<file path="config.mk">
export PLATFORM = sky130hd
export DESIGN_NAME = cbm_decode
export DESIGN_NICKNAME = d
export VERILOG_FILES = /design/src/rtl/core/cbm_pkg.sv /design/src/rtl/core/cbm_decode.sv
export SDC_FILE = /design/constraint.sdc
export NUM_CORES = 1
export LEC_CHECK = 0
export ABC_AREA = 0
export BUFFER_PORTS_ARGS = -buffer_cell sky130_fd_sc_hd__buf_2
export CAP_MARGIN = 20
export CORE_ASPECT_RATIO = 1.1
export CORE_MARGIN = 4
export CORE_UTILIZATION = 40
export CTS_BUF_LIST = sky130_fd_sc_hd__clkbuf_4 sky130_fd_sc_hd__clkbuf_8
export DETAILED_ROUTE_END_ITERATION = 7
export GPL_ROUTABILITY_DRIVEN = 0
export PLACE_DENSITY = 0.73
export SETUP_SLACK_MARGIN = 0.4
export SLEW_MARGIN = 30
export SYNTH_ARGS = -nofsm -noshare
export SYNTH_HDL_FRONTEND = slang
export SYNTH_SLANG_ARGS = --single-unit
</file>
<file path="constraint.sdc">
create_clock -name clk -period 2.97 [get_ports clk]
set_clock_uncertainty 0.2 [all_clocks]
set_input_delay 0.297 -clock clk [delete_from_list [all_inputs] [get_ports clk]]
set_output_delay 0.297 -clock clk [all_outputs]
set_load 0.02 [all_outputs]
</file>
<file path="src/rtl/core/cbm_pkg.sv">
package cbm_pkg;

  localparam int ROM_DEPTH  = 262144;
  localparam int ROM_AW     = $clog2(ROM_DEPTH);
  localparam int MAX_BANKS  = ROM_DEPTH / 16384;
  localparam int WRAM_DEPTH = 2048;
  localparam int CRAM_DEPTH = 8192;
  localparam int WRAM_AW    = $clog2(WRAM_DEPTH);
  localparam int CRAM_AW    = $clog2(CRAM_DEPTH);

  localparam logic [18:0] ROM_LIMIT = 19'(ROM_DEPTH);

  // Mapper kinds; any other code behaves as fixed
  localparam logic [1:0] MAP_FIXED = 2'd0;
  localparam logic [1:0] MAP_UXROM = 2'd1;
  localparam logic [1:0] MAP_AXROM = 2'd2;

  localparam logic [1:0] MIR_HORIZ     = 2'd0;
  localparam logic [1:0] MIR_VERT      = 2'd1;
  localparam logic [1:0] MIR_SINGLE_LO = 2'd2;
  localparam logic [1:0] MIR_SINGLE_HI = 2'd3;

  localparam logic [1:0] CFG_MAPPER_KIND = 2'd0;
  localparam logic [1:0] CFG_ROM_BANKS   = 2'd1;
  localparam logic [1:0] CFG_HEADER_VERT = 2'd2;

  localparam logic [15:0] WRAM_END        = 16'h2000;
  localparam logic [15:0] PPU_END         = 16'h4000;
  localparam logic [15:0] APU_LAST        = 16'h4013;
  localparam logic [15:0] ADDR_DMA        = 16'h4014;
  localparam logic [15:0] ADDR_APU_STATUS = 16'h4015;
  localparam logic [15:0] ADDR_PAD0       = 16'h4016;
  localparam logic [15:0] ADDR_PAD1       = 16'h4017;
  localparam logic [15:0] OPEN_END        = 16'h6000;
  localparam logic [15:0] CRAM_END        = 16'h8000;
  localparam logic [7:0]  PAD_OPEN_BUS    = 8'h40;

  typedef enum logic [1:0] {
    OP_READ,
    OP_WRITE,
    OP_LOAD,
    OP_BUTTONS
  } op_t;

  typedef enum logic [2:0] {
    TGT_INTERNAL,
    TGT_PPU,
    TGT_APU,
    TGT_DMA,
    TGT_IGNORED
  } target_t;

  typedef enum logic [2:0] {
    SRC_IMM,
    SRC_WRAM,
    SRC_CRAM,
    SRC_ROM,
    SRC_OPEN
  } src_t;

  typedef struct packed {
    logic               wram_we;
    logic               wram_re;
    logic [WRAM_AW-1:0] wram_addr;
    logic               cram_we;
    logic               cram_re;
    logic [CRAM_AW-1:0] cram_addr;
    logic               rom_we;
    logic [ROM_AW-1:0]  rom_waddr;
    logic               rom_re;
    logic [ROM_AW-1:0]  rom_raddr;
    logic [7:0]         wdata;
  } mem_req_t;

  typedef struct packed {
    src_t       src;
    logic [7:0] imm;
    logic [7:0] wdata;
    target_t    target;
    logic [4:0] reg_index;
    logic [7:0] fwd;
    logic [1:0] mirror;
    logic       is_read;
    logic       is_write;
  } item_t;

  // Byte mask of the effective ROM: size clamped, then rounded down to a power of two
  function automatic logic [ROM_AW-1:0] rom_len_mask(logic [4:0] banks16);
    logic [5:0]  b;
    logic [5:0]  p;
    logic [19:0] m;
    b = {1'b0, banks16};
    if (b == 6'd0) b = 6'd1;
    if (b > 6'(MAX_BANKS)) b = 6'(MAX_BANKS);
    p = 6'd1;
    for (int i = 1; i < 6; i++) begin
      if (b[i]) p = 6'd1 << i;
    end
    m = {p, 14'd0} - 20'd1;
    return m[ROM_AW-1:0];
  endfunction

endpackage

</file>
<file path="src/rtl/core/cbm_decode.sv">
module cbm_decode (
  input  logic                clk,
  input  logic                rst,
  input  logic                accept,
  input  logic [1:0]          op,
  input  logic [15:0]         addr,
  input  logic [7:0]          data,
  input  logic [7:0]          ext_data,
  input  logic                pad_port,
  input  logic [17:0]         rom_offset,
  input  logic [1:0]          mapper_kind,
  input  logic [4:0]          rom_banks_16k,
  input  logic                header_vertical,
  output cbm_pkg::mem_req_t   req,
  output cbm_pkg::item_t      item
);

  logic [7:0]      bank_select, bank_select_next;
  logic [1:0]      mirror_state, mirror_state_next;
  logic            strobe, strobe_next;
  logic [1:0][7:0] live, live_next;
  logic [1:0][7:0] latched, latched_next;
  logic [1:0][3:0] shift, shift_next;

  logic [cbm_pkg::ROM_AW-1:0] len_mask;
  logic [22:0]                rom_wide;
  logic                       p;
  logic                       pad_bit;

  assign len_mask = cbm_pkg::rom_len_mask(rom_banks_16k);

  always_comb begin
    unique case (mapper_kind)
      cbm_pkg::MAP_UXROM: rom_wide = {1'b0, (addr[14] ? 8'hff : bank_select), addr[13:0]};
      cbm_pkg::MAP_AXROM: rom_wide = {bank_select, addr[14:0]};
      default:            rom_wide = {8'd0, addr[14:0]};
    endcase
  end

  always_comb begin
    bank_select_next  = bank_select;
    mirror_state_next = mirror_state;
    strobe_next       = strobe;
    live_next         = live;
    latched_next      = latched;
    shift_next        = shift;
    p                 = addr[0];
    pad_bit           = 1'b1;

    req           = '0;
    req.wram_addr = addr[cbm_pkg::WRAM_AW-1:0];
    req.cram_addr = addr[cbm_pkg::CRAM_AW-1:0];
    req.rom_waddr = rom_offset[cbm_pkg::ROM_AW-1:0];
    req.rom_raddr = rom_wide[cbm_pkg::ROM_AW-1:0] & len_mask;
    req.wdata     = data;

    item           = '0;
    item.src       = cbm_pkg::SRC_IMM;
    item.target    = cbm_pkg::TGT_INTERNAL;
    item.wdata     = data;

    unique case (cbm_pkg::op_t'(op))
      cbm_pkg::OP_READ: begin
        item.is_read = 1'b1;
        priority if (addr < cbm_pkg::WRAM_END) begin
          item.src    = cbm_pkg::SRC_WRAM;
          req.wram_re = 1'b1;
        end else if (addr < cbm_pkg::PPU_END) begin
          item.imm       = ext_data;
          item.target    = cbm_pkg::TGT_PPU;
          item.reg_index = {2'b00, addr[2:0]};
        end else if (addr == cbm_pkg::ADDR_APU_STATUS) begin
          item.imm       = ext_data;
          item.target    = cbm_pkg::TGT_APU;
          item.reg_index = addr[4:0];
        end else if (addr == cbm_pkg::ADDR_PAD0 || addr == cbm_pkg::ADDR_PAD1) begin
          // Strobe high reads live bit 0; otherwise shift out, then ones
          priority if (strobe) begin
            pad_bit = live[p][0];
          end else if (!shift[p][3]) begin
            pad_bit       = latched[p][shift[p][2:0]];
            shift_next[p] = shift[p] + 4'd1;
          end else begin
            pad_bit = 1'b1;
          end
          item.imm = cbm_pkg::PAD_OPEN_BUS | {7'd0, pad_bit};
        end else if (addr < cbm_pkg::OPEN_END) begin
          item.src = cbm_pkg::SRC_OPEN;
        end else if (addr < cbm_pkg::CRAM_END) begin
          item.src    = cbm_pkg::SRC_CRAM;
          req.cram_re = 1'b1;
        end else begin
          item.src   = cbm_pkg::SRC_ROM;
          req.rom_re = 1'b1;
        end
      end
      cbm_pkg::OP_WRITE: begin
        item.is_write = 1'b1;
        priority if (addr < cbm_pkg::WRAM_END) begin
          req.wram_we = 1'b1;
        end else if (addr < cbm_pkg::PPU_END) begin
          item.target    = cbm_pkg::TGT_PPU;
          item.reg_index = {2'b00, addr[2:0]};
          item.fwd       = data;
        end else if (addr == cbm_pkg::ADDR_DMA) begin
          item.target = cbm_pkg::TGT_DMA;
          item.fwd    = data;
        end else if (addr == cbm_pkg::ADDR_PAD0) begin
          strobe_next = data[0];
          if (data[0] || strobe) begin
            latched_next = live;
            shift_next   = '0;
          end
        end else if (addr <= cbm_pkg::APU_LAST || addr == cbm_pkg::ADDR_APU_STATUS ||
                     addr == cbm_pkg::ADDR_PAD1) begin
          item.target    = cbm_pkg::TGT_APU;
          item.reg_index = addr[4:0];
          item.fwd       = data;
        end else if (addr < cbm_pkg::OPEN_END) begin
          item.target = cbm_pkg::TGT_IGNORED;
        end else if (addr < cbm_pkg::CRAM_END) begin
          req.cram_we = 1'b1;
        end else begin
          unique case (mapper_kind)
            cbm_pkg::MAP_UXROM: bank_select_next = data;
            cbm_pkg::MAP_AXROM: begin
              bank_select_next  = {5'd0, data[2:0]};
              mirror_state_next = data[4] ? cbm_pkg::MIR_SINGLE_HI : cbm_pkg::MIR_SINGLE_LO;
            end
            default: item.target = cbm_pkg::TGT_IGNORED;
          endcase
        end
      end
      cbm_pkg::OP_LOAD: begin
        req.rom_we = ({1'b0, rom_offset} < cbm_pkg::ROM_LIMIT);
      end
      cbm_pkg::OP_BUTTONS: begin
        live_next[pad_port] = data;
      end
    endcase

    item.mirror = (mapper_kind == cbm_pkg::MAP_AXROM) ? mirror_state_next
                                                      : {1'b0, header_vertical};
  end

  always_ff @(posedge clk) begin
    if (rst) begin
      bank_select  <= '0;
      mirror_state <= cbm_pkg::MIR_SINGLE_LO;
      strobe       <= 1'b0;
      live         <= '0;
      latched      <= '0;
      shift        <= '0;
    end else if (accept) begin
      bank_select  <= bank_select_next;
      mirror_state <= mirror_state_next;
      strobe       <= strobe_next;
      live         <= live_next;
      latched      <= latched_next;
      shift        <= shift_next;
    end
  end

endmodule

</file>
# Yosys cells after proc, flatten, opt, wreduce, memory -nomap -nowiden
# Index checks and enable logic that the tools add are counted.
# totals
reg_bits,47
input_bits,64
out_inout_bits,113
elab_cells,168
# classes
addsub,2
order_cmp,11
eq_ne,20
mux,102
bitwise,8
reduce_logical,16
# ops
operator,n
8-bit 2-to-1 mux,19
16-bit by 15-bit equality test with 1-bit output (second input constant),4
16-bit 2-to-1 mux,3
18-bit one-hot mux with 2 select lines,1
1-bit 2-to-1 mux,33
16-bit by 15-bit less-than comparator with 1-bit output (second input constant),2
4-bit 2-to-1 mux,8
8-bit one-hot mux with 2 select lines,2
3-bit 2-to-1 mux,10
7-bit 2-to-1 mux,4
2-bit 2-to-1 mux,11
2-bit != test (second input constant),11
18-bit AND,1
18-bit by 1-bit subtractor with 18-bit output (second input constant),1
16-bit bitwise mux,1
16-bit by 15-bit <= comparator with 1-bit output (second input constant),1
16-bit by 14-bit less-than comparator with 1-bit output (second input constant),1
16-bit less-than comparator (second input constant),1
5-bit 2-to-1 mux,3
13-bit 2-to-1 mux,1
13-bit AND reduction,1
11-bit 2-to-1 mux,1
10-bit AND reduction,1
8-bit bitwise mux,1
21 further kinds,37

# Logic depth before layout (Yosys ltp)
# Gate-level depths: netlist of the first run.
# depth
ltp_word,12
mapped_depth,8
depth_no_buf,6

# Worst setup path before layout of the first run
# OpenSTA, ideal clock, no wires.
# synth_path
path_kind,input-to-output
from,input addr[7]
to,output item[15] (netlist bit)
t_arrival_ns,2.004
required_ns,2.473
slack_ns,0.469
path_stages,5
path_buffers,0
path_cell_list,nor3_1 o211ai_1 a21oi_1 a22oi_1 nor4b_1
# synth_rtl
item,line_no,text
from (decl),cbm_decode.sv:6,"input logic [15:0] addr,"
to (decl),cbm_decode.sv:15,output cbm_pkg::item_t item

==> flow_summary.json, run 1 <==
{
  "status": "complete, no violations",
  "ir_drop_mv": 0.146,
  "first_pass_iters": 4,
  "met1Wirelength_um": 3350,
  "clkLatencyLatePin_ns": 0.30,
  "critical_path_class": "register to output port",
  "vias": 3077,
  "hold_viol_final": 0,
  "clk_pin_slew_ns": 0.09,
  "start_util_pct": 41.5,
  "netlist_instances": 434,
  "mappedNetlistNets": 501,
  "finalSetupViolCount": 0,
  "grt_pass1_wl_um": 12900,
  "final_cell_area_um2": 3640,
  "synth_edf_count": 0,
  "yosysTopAreaCell": "dfxtp_1",
  "pwr-share-clk_pct": 35.0,
  "fillCellCount": 838,
  "power_density_nw_per_um2": 387,
  "syn_to_final_growth_pct": 9.81,
  "crit_path_cell_trace": "mux2i_1 > or2b_1 > or3_1 > o211ai_1 > o2bb2ai_1 > buf_2",
  "h-tree-depth": 2,
  "hold_buffers": 0,
  "drc": 0,
  "dp_cells": 590,
  "slew_viol_final": 0,
  "num_rows": 34,
  "fin_nets": 558,
  "root_buffer": "clkbuf_8",
  "switchingPower_uw": 405,
  "hold_path.class": "input port to register",
  "drt-vias-per-instance": 5.13,
  "worstMarginPinSlew_ns": 0.622,
  "final_cells": 600,
  "die_h_um": 103,
  "core_um2": 8000,
  "max-slew-margin-rel_pct": 58.4,
  "dr_wl_met2_um": 4170,
  "io-pin-count": 177,
  "ys_warn_count": 0,
  "slowest_delay_ns": 0.35,
  "clock_path_buffers": 2,
  "ys_ff_latch": 47,
  "wl_met3_um": 677,
  "maxCapViolCount": 0,
  "p_sw_share_pct": 28.8,
  "wire_per_inst_um": 13.8,
  "dieArea_um2": 9810,
  "whs_ns": 0.0643,
  "cts_num_sinks": 47,
  "grt_pass1_vias": 2760,
  "arrival_ns": 1.97,
  "yosysUniqueCellTypes": 53,
  "die_w_um": 94.8,
  "cp_max_fo": 4,
  "syn_area_per_cell_um2": 7.64,
  "antenna_found_initial": 0,
  "dp_hpwl_um": 6540,
  "cts_made_buffers": 5,
  "drt_iter0_drc": 181,
  "fin_crit_sh_pct": 83.1,
  "async_flop_share_pct": 0,
  "yosys-top-cells-area": "dfxtp_1 (28%), buf_4 (17%), nand2_1 (9.5%)",
  "gr-total-overflow": 0,
  "hold_depth": 3,
  "dpl_cell_area_um2": 3480,
  "power_leakage_uw": 0.00157,
  "grt_max_degree": 40,
  "tns_ns": 0,
  "max_freq_mhz": 405,
  "track_usage_pct": 16.2,
  "yosysMostFrequentCell": "nand2_1",
  "drt_wl_total_um": 8290,
  "pwr-share-seq_pct": 45.3,
  "cts_tree": "built",
  "drive_gt1_share_pct": 34.8,
  "synth_seq_area_share_pct": 28.4,
  "n_antenna_cell": 0,
  "cp-end-kind": "output port",
  "grt_setup_unrepaired": "no",
  "ff2ff_path_depth": 5,
  "p_int_uw": 1000,
  "crit_family": "simple AND/OR/NAND/NOR gates",
  "synth_top_cell_area_share_pct": 28.4,
  "placement.io_buffers": 139,
  "combPwrFrac_pct": 19.7,
  "top_layer_used": "met4",
  "slowest_stage": "dfxtp_1",
  "synth_ff_type": "dfxtp_1",
  "worstPathBufferInverterCount": 1,
  "period_needed_ns": 2.47,
  "cp-start-kind": "register",
  "syn_area_um2": 3320,
  "ant_nets": 0,
  "synth_common_cells": "nand2_1 (84), buf_4 (74), dfxtp_1 (47), a21oi_1 (43), nor2_1 (24)",
  "cp.depth": 6,
  "critical_path_required_ns": 2.47
}
-- cell usage in the layout (no fill, tap or decap), types with 4 or more instances in the layout --
cell       synthesis  layout
a21oi_1           43      42
nand4_1            6       6
nor4b_1            6       6
o2bb2ai_1          4       4
o21ai_0           13      12
buf_4             74       7
dfxtp_1           47      47
nor4_1             5       5
buf_2              2     138
nand2_1           84      84
nor2_1            24      24
nand2b_1           7       7
a211oi_1           4       4
and2_1            16      16
mux2i_1           14      14
inv_1              6       6
clkbuf_8           3       6
nand3_1            4       4
nor3_1             9       8
nor2b_1            7       6
-- routing by layer --
| metal | vias to the layer above | GRT usage [%] |
|---|---|---|
| met2 | 139 | 30.8 |
| li1 | 1511 | - |
| met1 | 1421 | 18.7 |
| met3 | 6 | 2.68 |
| met4 | 0 | 4.44 |
| met5 | - | 0 |
-- final timing paths --
| kind | start | endpoint | slack (ns) |
|---|---|---|---|
| max | shift[7]$_SDFFE_PP0P_ | item[28] | 0.50 |
| min | data[7] | live[15]$_SDFFE_PP0P_ | 0.06 |
| max reg2reg | strobe$_SDFFE_PP0P_ | latched[10]$_SDFFE_PP0P_ | 0.91 |
| min reg2reg | latched[5]$_SDFFE_PP0P_ | latched[5]$_SDFFE_PP0P_ | 0.25 |
-- registers in the layout (all words and copies together) (netlist names) --
register and flops:
live 16, latched 16, shift 8, strobe 1, mirror_state 2, bank_select 4
-- area by class of cell --
class	count	area, um2	area share [%]
Sequential cell	47	941	25.8
Timing Repair Buffer	146	751	20.6
Inverter	7	26.3	0.722
Multi-Input combinational cell	284	1670	45.8
Tap cell	108	135	3.71
Clock inverter	2	38.8	1.07
Clock buffer	6	82.6	2.27
-- logic make-up after synthesis --
logic type	after synthesis	synth area share, %
adder cells (fa/ha/maj)	3	1.13
AO/OA/AOI/OAI	79	14.1
buffers and inverters	103	22.1
XOR/XNOR	2	0.528
multiplexers	17	6.00
flip-flops	47	28.4
AND/OR/NAND/NOR	183	27.8
-- worst register-to-register path, delay by kind of cell, from the launching register on --
kind | cells | cell delay, ns
simple gates | 4 | 1.17
flops | 1 | 0.48
compound gates | 1 | 0.08
-- per-stage QoR --
step	worst slack (ns)	power (uW)	utilization, %
floorplan	0.469	905	-
global placement	0.376	925	43.5
detailed placement	0.316	929	43.5
CTS	0.424	1420	45.1
global route	0.411	1460	45.5
finish	0.500	1410	45.5
-- power groups by stage --
stage / Clock, uW / Sequential, uW / Combinational (uW)
2_1_floorplan: 0 / 652 / 253
3_3_place_gp: 0 / 653 / 273
3_5_place_dp: 0 / 653 / 277
4_1_cts: 506 / 638 / 278
5_1_grt: 525 / 639 / 301
6_report: 493 / 638 / 278
-- repair_timing --
item | CTS | global route
setup buffers | 0 | 2
gates resized for setup | 2 | 6
pin swaps | 0 | 1
setup endpoints to repair | 18 | 21
No activity file was read; power rests on OpenSTA's default activity.
==> run 2: changes to the inputs <==
--- a/config.mk
+++ b/config.mk
@@ -5,7 +5,7 @@
 export SDC_FILE = /design/constraint.sdc
 export NUM_CORES = 1
 export LEC_CHECK = 0
-export ABC_AREA = 0
+export ABC_AREA = 1
 export BUFFER_PORTS_ARGS = -buffer_cell sky130_fd_sc_hd__buf_2
 export CAP_MARGIN = 20
 export CORE_ASPECT_RATIO = 1.1
@@ -14,7 +14,7 @@
 export CTS_BUF_LIST = sky130_fd_sc_hd__clkbuf_4 sky130_fd_sc_hd__clkbuf_8
 export DETAILED_ROUTE_END_ITERATION = 7
 export GPL_ROUTABILITY_DRIVEN = 0
-export PLACE_DENSITY = 0.73
+export PLACE_DENSITY = 0.74
 export SETUP_SLACK_MARGIN = 0.4
 export SLEW_MARGIN = 30
 export SYNTH_ARGS = -nofsm -noshare
==> constraint.sdc (replaced) <==
create_clock -name clk -period 2.1 [get_ports clk]
set_clock_uncertainty 0.2 [all_clocks]
set_input_delay 0.21 -clock clk [delete_from_list [all_inputs] [get_ports clk]]
set_output_delay 0.21 -clock clk [all_outputs]
set_load 0.02 [all_outputs]
==> flow_summary.json, run 2 <==
{
  "status": "complete, no violations",
  "async_flop_share_pct": 0,
  "die_w_um": 97.1,
  "mappedNetlistNets": 614,
  "drc": 0,
  "synth_seq_area_share_pct": 26.9,
  "cp.depth": 14,
  "hold_depth": 3,
  "fin_crit_sh_pct": 100,
  "yosysTopAreaCell": "dfxtp_1",
  "slowest_stage": "dfxtp_2",
  "period_needed_ns": 2.10,
  "clock_path_buffers": 2,
  "hold_buffers": 0,
  "multi_input_area_um2": 2350,
  "whs_ns": 0.0189,
  "vias": 4169,
  "io-pin-count": 177,
  "top_usage_layer": "met2",
  "grt_pass1_wl_um": 17600,
  "dpl_cell_area_um2": 4050,
  "final_cells": 782,
  "max_freq_mhz": 476,
  "worstPathBufferInverterCount": 2,
  "cp_max_fo": 6,
  "grt_setup_unrepaired": "yes",
  "critical_path_required_ns": 1.69,
  "grtUsageMet1_pct": 23.5,
  "grt_max_degree": 37,
  "root_buffer": "clkbuf_8",
  "ff2ff_path_depth": 9,
  "ys_ff_latch": 47,
  "arrival_ns": 1.69,
  "final_cell_area_um2": 5360,
  "max-slew-margin-rel_pct": 67.3,
  "tns_ns": 0,
  "dp_hpwl_um": 7820,
  "track_usage_pct": 20.4,
  "crit_path_cell_trace": "nand2_2 > nand2_4 > buf_6 > nand2_2 > nand2_1 > nand2_1 > nand2_1 > o21ai_1 > nand2_1 > nand2_1 > nand2_1 > nand2_1 > nand2_2 > buf_6",
  "power_leakage_uw": 0.00242,
  "syn_to_final_growth_pct": 53.2,
  "cp-end-kind": "output port",
  "n_antenna_cell": 0,
  "dieArea_um2": 10300,
  "crit_top_cell": "nand2_1",
  "antenna_found_initial": 0,
  "cts_made_buffers": 5,
  "yosys-top-cells-area": "dfxtp_1 (27%), buf_4 (16%), nand2_1 (9.9%)",
  "cts_num_sinks": 47,
  "power_density_nw_per_um2": 439,
  "yosysUniqueCellTypes": 38,
  "layout_commonest_cell": "buf_2",
  "placement.io_buffers": 139,
  "drt_wl_total_um": 12800,
  "gr-total-overflow": 0,
  "netlist_instances": 547,
  "top_regs": "latched (16), live (16), shift (8)",
  "crit_family": "simple AND/OR/NAND/NOR gates",
  "critical_path_class": "register to output port",
  "grt_pass1_vias": 3664,
  "finalSetupViolCount": 0,
  "drive_gt1_share_pct": 51.9,
  "yosysMostFrequentCell": "nand2_1",
  "syn_area_per_cell_um2": 6.39,
  "grt_use_met2_pct": 35.7,
  "syn_area_um2": 3500,
  "wire_per_inst_um": 16.3,
  "setup_ws_ns": 0.000270,
  "final_cell_mix": "buf_2 (99), nand2_1 (63), nor2_1 (54), buf_4 (50), buf_6 (47)",
  "drt_iter0_drc": 195,
  "fin_nets": 737,
  "slew_viol_final": 0,
  "cp-start-kind": "register",
  "fillCellCount": 651,
  "synth_edf_count": 0,
  "synth_top_cell_area_share_pct": 26.9,
  "h-tree-depth": 2,
  "dp_cells": 735,
  "hold_viol_final": 0,
  "dp_slack_ns": -0.0347,
  "ant_nets": 0,
  "maxCapViolCount": 0,
  "slowest_delay_ns": 0.34,
  "hold_path.class": "input port to register",
  "start_util_pct": 41.4,
  "first_pass_iters": 5,
  "clkLatencyLatePin_ns": 0.30,
  "drt-vias-per-instance": 5.33,
  "grt_util_met3_pct": 4.79,
  "synth_ff_type": "dfxtp_1",
  "core_um2": 8450,
  "ys_warn_count": 0,
  "synth_common_cells": "nand2_1 (92), nor2_1 (84), buf_4 (75), inv_1 (56), dfxtp_1 (47)",
  "num_rows": 35,
  "die_h_um": 106,
  "cts_tree": "built",
  "clk_pin_slew_ns": 0.09,
  "seqCellArea_um2": 945,
  "worstMarginPinSlew_ns": 0.491,
  "ir_drop_mv": 0.395
}
==> run 2: cell count changes after synthesis, sizes merged, moves of 13 or more <==
cell,previous run,this run
inv,6,60
mux2i,15,0
nand2,84,97
nor2,24,94
and2,17,0
nand3,4,21
o21ai,14,53
==> run 2: worst paths after layout <==
kind / start / to / slack, ns
max: shift[4]$_SDFFE_PP0P_ / item[28] / 0.0003
min: data[7] / live[15]$_SDFFE_PP0P_ / 0.02
max reg2reg: shift[4]$_SDFFE_PP0P_ / shift[1]$_SDFFE_PP0P_ / 0.32
min reg2reg: latched[0]$_SDFFE_PP0P_ / latched[0]$_SDFFE_PP0P_ / 0.26
==> run 2: timing repair <==
action / CTS / global route
resized for setup: 125 / 117
endpoints found under the hold margin: 0 / 0
gates cloned: 1 / 1
setup buffers: 24 / 13
endpoints found under the setup margin: 27 / 52
pin swaps: 32 / 44
==> run 2: final cells by class <==
class | instances | area share, %
Timing Repair Buffer | 202 | 28.3
Clock inverter | 3 | 1.26
Clock buffer | 5 | 1.29
Sequential cell | 47 | 17.6
Tap cell | 111 | 2.59
Inverter | 63 | 4.95
Multi-Input combinational cell | 351 | 43.9
==> run 2: cell families after synthesis <==
| logic type | Yosys count | synth area share [%] |
|---|---|---|
| flops | 47 | 26.9 |
| xor+xnor | 1 | 0.251 |
| fa+ha+maj | 3 | 1.07 |
| compound gates | 108 | 16.5 |
| simple gates | 237 | 30.2 |
| buf+inv | 150 | 24.7 |
| mux | 1 | 0.322 |
==> run 2: per-stage QoR <==
stage / util [%] / total power [uW]
final: 63.4 / 2350
after global routing: 63.4 / 2450
after CTS: 57.4 / 2280
after detailed placement: 47.9 / 1420
after global placement: 47.9 / 1420
after floorplan: - / 1340
==> run 2: layer usage <==
metal  part of all wire, %  vias up  wire (um)
met5                     0        -          0
met4                   4.9        0        623
met3                   9.8       65       1250
met2                    51      271       6550
met1                    34     1892       4350
li1                      -     1941          -
==> run 2: tightest hold or removal path: cells and delay by family <==
kind                   cells  cell delay [ns]
AOI/OAI and AO/OA          1             0.11
buffers and inverters      2             0.16
==> run 2: report_power, final <==
part	switching, uW	leakage (uW)	internal [uW]	total, uW
registers	7.06	0.000382	904	911
logic	415	0.00198	240	655
clock network	311	0.0000644	475	786
total	734	0.00242	1620	2350
